===== src/rtl/core/refr_pkg.sv =====
// ----------------------------------------------------------------------------
// refr_pkg: shared types and constants for the refraction pipeline
// Item formats, outcome codes and the stage map of the back pipeline.
// ----------------------------------------------------------------------------
package refr_pkg;

  // Component width of every vector field and index (Q2.14).
  localparam int CW = 16;

  // Outcome codes.
  localparam logic [1:0] OUT_OK      = 2'd0;
  localparam logic [1:0] OUT_TIR     = 2'd1;
  localparam logic [1:0] OUT_BAD_DOT = 2'd2;
  localparam logic [1:0] OUT_ZERO    = 2'd3;

  // Largest index ratio, just under 64.0 in Q.14.
  localparam logic [19:0] ETA_MAX = 20'hFFFFF;

  // Queue between front and back.
  localparam int QDEPTH = 4;
  localparam int QAW    = $clog2(QDEPTH);

  // Back pipeline stage map.
  localparam int ST_PRE   = 0;
  localparam int DIV0     = 1;   // index ratio divider, one quotient bit per stage
  localparam int DIV_N    = 20;
  localparam int ST_ETA   = DIV0 + DIV_N;
  localparam int ST_KPROD = ST_ETA + 1;
  localparam int ST_K     = ST_KPROD + 1;
  localparam int SQK0     = ST_K + 1;   // square root of k, one root bit per stage
  localparam int SQK_N    = 15;
  localparam int ST_AB    = SQK0 + SQK_N;
  localparam int ST_TP    = ST_AB + 1;
  localparam int ST_T     = ST_TP + 1;
  localparam int ST_MAG   = ST_T + 1;
  localparam int ST_MAX   = ST_MAG + 1;
  localparam int ST_LZ    = ST_MAX + 1;
  localparam int ST_NORM  = ST_LZ + 1;
  localparam int ST_SQ    = ST_NORM + 1;
  localparam int ST_SUM   = ST_SQ + 1;
  localparam int SQS0     = ST_SUM + 1;  // square root of the length sum
  localparam int SQS_N    = 31;
  localparam int QD0      = SQS0 + SQS_N; // normalizing dividers
  localparam int QD_N     = 15;
  localparam int N_ST     = QD0 + QD_N;

  typedef logic signed [CW-1:0] cmp_t;

  // Item as classified by the front.
  typedef struct packed {
    cmp_t [2:0]         nrm;
    cmp_t [2:0]         eye;
    logic [CW-1:0]      ni;
    logic [CW-1:0]      nt;
    logic signed [32:0] dot;
    logic               zro;
    logic               sat;
  } fr_t;

  // Working set carried down the back pipeline.
  typedef struct packed {
    logic               fail;
    logic [1:0]         code;
    logic               zro;
    logic               sat;
    cmp_t [2:0]         nrm;
    cmp_t [2:0]         eye;
    logic [CW-1:0]      nt;
    logic [5:0]         nlo;
    logic [15:0]        drem;
    logic [19:0]        eta;
    logic signed [18:0] en;
    logic signed [37:0] s;
    logic [39:0]        eta2f;
    logic [54:0]        kp;
    logic [29:0]        kv;
    logic [16:0]        krem;
    logic [14:0]        kroot;
    logic [2:0][35:0]   a;
    logic [2:0][31:0]   b;
    logic [2:0][56:0]   p;
    logic [2:0][56:0]   t;
    logic [2:0]         neg;
    logic [2:0][56:0]   mag;
    logic [56:0]        mx;
    logic [5:0]         pos;
    logic [2:0][29:0]   nm;
    logic [2:0][59:0]   sq;
    logic [61:0]        sv;
    logic [32:0]        srem;
    logic [30:0]        sroot;
    logic [2:0][30:0]   qrem;
    logic [2:0]         qlo;
    logic [2:0][14:0]   quo;
  } bk_t;

endpackage


===== src/rtl/core/refr_front.sv =====
// ----------------------------------------------------------------------------
// refr_front: input stage
// Accepts items, forms the dot product and flags zero and saturating indices.
// ----------------------------------------------------------------------------
module refr_front
  import refr_pkg::*;
(
  input  logic         clk,
  input  logic         rst_n,
  input  logic         in_tvalid,
  output logic         in_tready,
  // normal_x, normal_y, normal_z, eye_x, eye_y, eye_z, index_incident,
  // index_transmit, 16 bits each from the lowest bit up
  input  logic [127:0] in_tdata,
  output logic         push,
  output fr_t          push_data,
  input  logic         q_full
);

  logic f_vld_r, f_vld_nxt;
  fr_t  f_r, f_nxt;
  logic acc;

  // A held item leaves when the queue has room.
  assign push      = f_vld_r && !q_full;
  assign in_tready = !f_vld_r || !q_full;
  assign acc       = in_tvalid && in_tready;
  assign push_data = f_r;

  // Unpack and classify the incoming item.
  always_comb begin
    f_nxt.nrm[0] = $signed(in_tdata[15:0]);
    f_nxt.nrm[1] = $signed(in_tdata[31:16]);
    f_nxt.nrm[2] = $signed(in_tdata[47:32]);
    f_nxt.eye[0] = $signed(in_tdata[63:48]);
    f_nxt.eye[1] = $signed(in_tdata[79:64]);
    f_nxt.eye[2] = $signed(in_tdata[95:80]);
    f_nxt.ni     = in_tdata[111:96];
    f_nxt.nt     = in_tdata[127:112];
    f_nxt.dot    = $signed(f_nxt.nrm[0]) * $signed(f_nxt.eye[0])
                 + $signed(f_nxt.nrm[1]) * $signed(f_nxt.eye[1])
                 + $signed(f_nxt.nrm[2]) * $signed(f_nxt.eye[2]);
    f_nxt.zro    = (f_nxt.ni == '0) || (f_nxt.nt == '0);
    // The ratio reaches 64.0 exactly when ni >= 64 * nt.
    f_nxt.sat    = ({6'd0, f_nxt.ni} >= {f_nxt.nt, 6'd0});
  end

  always_comb begin
    f_vld_nxt = f_vld_r;
    if (acc) begin
      f_vld_nxt = 1'b1;
    end else if (push) begin
      f_vld_nxt = 1'b0;
    end
  end

  always_ff @(posedge clk) begin
    if (!rst_n) begin
      f_vld_r <= 1'b0;
    end else begin
      f_vld_r <= f_vld_nxt;
    end
  end

  always_ff @(posedge clk) begin
    if (acc) begin
      f_r <= f_nxt;
    end
  end

endmodule


===== config.mk =====
export PLATFORM = sky130hd
export DESIGN_NAME = refr_front
export DESIGN_NICKNAME = d
export VERILOG_FILES = /design/src/rtl/core/refr_pkg.sv /design/src/rtl/core/refr_front.sv
export SDC_FILE = /design/constraint.sdc
export NUM_CORES = 2
export LEC_CHECK = 0
export ABC_AREA = 0
export CAP_MARGIN = 15
export CELL_PAD_IN_SITES_DETAIL_PLACEMENT = 1
export CELL_PAD_IN_SITES_GLOBAL_PLACEMENT = 2
export CORE_UTILIZATION = 45
export CTS_BUF_LIST = sky130_fd_sc_hd__clkbuf_8
export DETAILED_ROUTE_END_ITERATION = 8
export DONT_BUFFER_PORTS = 1
export PLACE_DENSITY = 0.88
export SETUP_SLACK_MARGIN = 0.3
export SLEW_MARGIN = 40
export SYNTH_ARGS = -nofsm -noshare
export SYNTH_HDL_FRONTEND = slang
export SYNTH_SLANG_ARGS = --single-unit

===== constraint.sdc =====
create_clock -name clk -period 9.7 [get_ports clk]
set_input_delay 0.485 -clock clk [delete_from_list [all_inputs] [get_ports clk]]
set_output_delay 0.485 -clock clk [all_outputs]
set_load 0.02 [all_outputs]

# ---- Yosys cells after proc, flatten, opt, wreduce, memory -nomap -nowiden
# Cells that the tools add are included.
dict set report totals {
  reg_bits 164
  in_bits 132
  out_inout_bits 165
  wordCells 29
}
dict set report op_classes {
  add_sub_neg 2
  mul 3
  magnitude_cmp 1
  muxes 2
  n_reduce_logical 9
}
# cell count
set ops {}
lappend ops {{$mul 16x16->32} 3}
lappend ops {{$add 32x32->33} 1}
lappend ops {{$add 33x32->33} 1}
lappend ops {{$logic_not 16->1} 2}
lappend ops {{$ge 16x22->1} 1}
lappend ops {{$logic_and 1x1->1} 2}
lappend ops {{$logic_not 1->1} 2}
lappend ops {{$logic_or 1x1->1} 2}
lappend ops {{$mux 1} 2}
lappend ops {{$reduce_bool 2->1} 1}

# ---- Logic depth before layout (Yosys ltp)
dict set report depth {
  depth_word 4
  ltp_mapped 29
}

# ---- Worst setup path after synthesis
# Ideal clock, no wire load.
dict set report synth_timing {
  path_type {input to register}
  startpoint {input port in_tdata[47]}
  endpoint {register f_r (netlist bit push_data[34]), data pin}
  t_arrival_ps 7989
  t_required_ps 9440
  path_slack_ps 1452
  path_stages 26
  n_path_buf 2
  cell_sequence {clkbuf_1 > nand2_1 > fa_1 > inv_1 > fa_1 > inv_1 > fa_1 > fa_1 > fa_1 > inv_1 > fa_1 > fa_1 > fa_1 > inv_1 > fa_1 > inv_1 > ha_1 > clkbuf_1 > a21oi_1 > nor2b_1 > o21ai_0 > o2111ai_2 > a41o_1 > a221o_1 > a21oi_2 > xnor2_1}
}
# item line
set synth_lines {}
lappend synth_lines {{start: declaration} refr_front.sv:14} ;# input logic [127:0] in_tdata,
lappend synth_lines {{end signal: assignment} refr_front.sv:67} ;# f_r <= f_nxt;
lappend synth_lines {{end: declaration} refr_front.sv:21} ;# fr_t f_r, f_nxt;

==> reports/metrics.yaml <==
route.met2.wl_um: 49000
wl_per_cell_um: 22.1
grt_pass1_vias: 26800
drcViolationCount: 0
crit_slowest_cell: "fa_1"
slew_violations: 0
synth-edff-count: 163
syn_avg_cell_area_sq_um: 10.4
worst_pin_slew_ns: 0.789
insertion_delay_ns: 0.61
drive_gt1_frac: 0.0135
max_stage_delay_ns: 0.69
die_y_um: 283
ys_types: 47
dominantRegCellSynth: "edfxtp_1"
syn_to_final_growth_pct: 7.62
hold_class: "in2reg"
wl_met1_um: 43200
port-buffer-count: 0
maxCapViolations: 0
io_pins: 297
path_class: "in2reg"
cp.arrival_ns: 8.21
synth_top_area_share: 0.518
ys_warn_count: 0
min_period_ns: 7.86
synth-seq-cells: 164
startpoint_type: "primary input"
grt.overflow.total: 0
die_area_sq_um: 80000
synth.most_common_cell: "inv_1"
cp-end-kind: "flip-flop"
num_vias: 22700
post_drt_via_cell_ratio: 5.04
cts_setup_buffers: 0
place_congestion: 0.864
grt_pass1_wl_um: 158000
fin_worst_skew_ns: 0.0320
synth_top_area_cell: "fa_1"
row_count: 102
syn_inst: 3402
synthesis.nets: 4659
nets: 4713
ys_top_cells_by_area: "fa_1 (52%), edfxtp_1 (14%), inv_1 (11%)"
cts_root_buf: "clkbuf_8"
fin_crit_sh: 0.810
status: "finished clean"
dp_hpwl_um: 81900
met3_length_um: 5660
async_flop_share: 0
finalHoldViolations: 0
clockBufferDepth: 2
setup_viol: 0
syn-cell-area_sq_um: 35500
htree_num_levels: 4
path_cells: "and2_1, inv_1, fa_1, inv_1, fa_1, fa_1, fa_1, fa_1, fa_1, fa_1, fa_1, inv_1, fa_1, inv_1, ha_1, nor2b_1, o21ai_0, o2111ai_2, a41o_1, a221o_1, a21oi_2, xnor2_1"
fin_setup_tns_ns: 0
coreArea_sq_um: 77700
ant_nets: 0
path_common_cell: "fa_1"
synth_common_cells: "inv_1 (1035), fa_1 (918), and2_1 (371)"
cp_max_fo: 17
firstDrtPassIters: 7
track_usage: 0.267
cp_data_required_time_ns: 10.05
grt_start_max_net_pins: 75
fmax_mhz: 127
grt_setup_unrepaired: "no"
top_layer_used: "met4"
die_w_um: 283
clkSinkCount: 164
ys_seq_area_frac: 0.138
antenna_found_initial: 4
hold_buffers: 130
max-slew-margin-rel: 0.474
first_iter_violations: 990
routed_wl_um: 99900
numCtsBuffers: 17
cts.repair.resized: 0
start_util: 0.457
cts_tree: "done"
clk_pin_slew_ns: 0.12
cell usage in the layout (no fill, tap or decap), drive strengths merged, types with 18 or more instances in the layout:
cell / instances
xnor2: 45
dlygate4sd3: 130
nor2: 20
o21ai: 18
nand2b: 29
and2: 371
inv: 1042
nand2: 364
nor2b: 27
fa: 918
a21oi: 24
edfxtp: 163
ha: 207
cell type report:
cell class / count / area (sq um)
fillers: 8495 / 39500
multi-input cells: 2105 / 26300
flip-flops and latches: 164 / 4910
inverters: 1035 / 3880
repair buffers: 133 / 1330
well taps: 1040 / 1300
clock buffers: 17 / 234
clock inverters: 15 / 201
diodes: 3 / 7.51
path summary, 6_finish.rpt:
kind	startpoint	end	slack, ns	depth (start not counted)
worst max-delay path	in_tdata[31]	push_data[34]	1.84	22
worst min-delay path	in_tdata[110]	push_data[1]	0.18	3
worst max register to register	f_vld_r	push_data[33]	7.63	3
worst min register to register	f_vld_r	push_data[59]	1.07	2
metrics by stage:
stage / instances / area [sq um] / setup WS [ns] / hold WS, ns / utilization
floorplan: 3402 / 35500 / 1.45 / 0.487 / -
global placement: 4347 / 36500 / 1.33 / 0.506 / 0.469
detailed placement: 4347 / 36500 / 1.17 / 0.531 / 0.469
CTS: 4509 / 38200 / 1.87 / 0.137 / 0.491
global route: 4510 / 38200 / 1.54 / 0.180 / 0.492
finish: 4512 / 38200 / 1.84 / 0.183 / 0.492
registers in the layout (all words and copies together) (netlist names):
signal and count:
push_data 163, f_vld_r 1
layer usage:
layer	up-vias	track usage
li1	9749	-
met1	12300	0.356
met2	577	0.448
met3	118	0.0501
met4	0	0.0660
met5	-	0
kinds of logic (layout without fill, tap and decap cells):
family / Yosys count / in the layout / share of synthesized area
flip-flops: 164 / 164 / 0.138
multiplexers: 1 / 1 / 0.000317
buffers and inverters: 1133 / 1200 / 0.120
AO/OA/AOI/OAI: 87 / 87 / 0.0171
adder cells (fa/ha/maj): 1125 / 1125 / 0.591
other: 0 / 3 / 0
AND/OR/NAND/NOR: 838 / 838 / 0.120
XOR/XNOR: 54 / 54 / 0.0133
worst max-delay path, delay by kind of cell:
kind | cells | cell delay (ns)
xor gates and xnor gates | 1 | 0.08
adders and majority gates | 10 | 5.00
and+or+nand+nor | 2 | 0.71
buffers and inverters | 4 | 0.52
AOI/OAI and AO/OA | 5 | 1.40
Power is not shown: default switching activity piles up to over one toggle a cycle in this logic, so the estimate is an artifact.
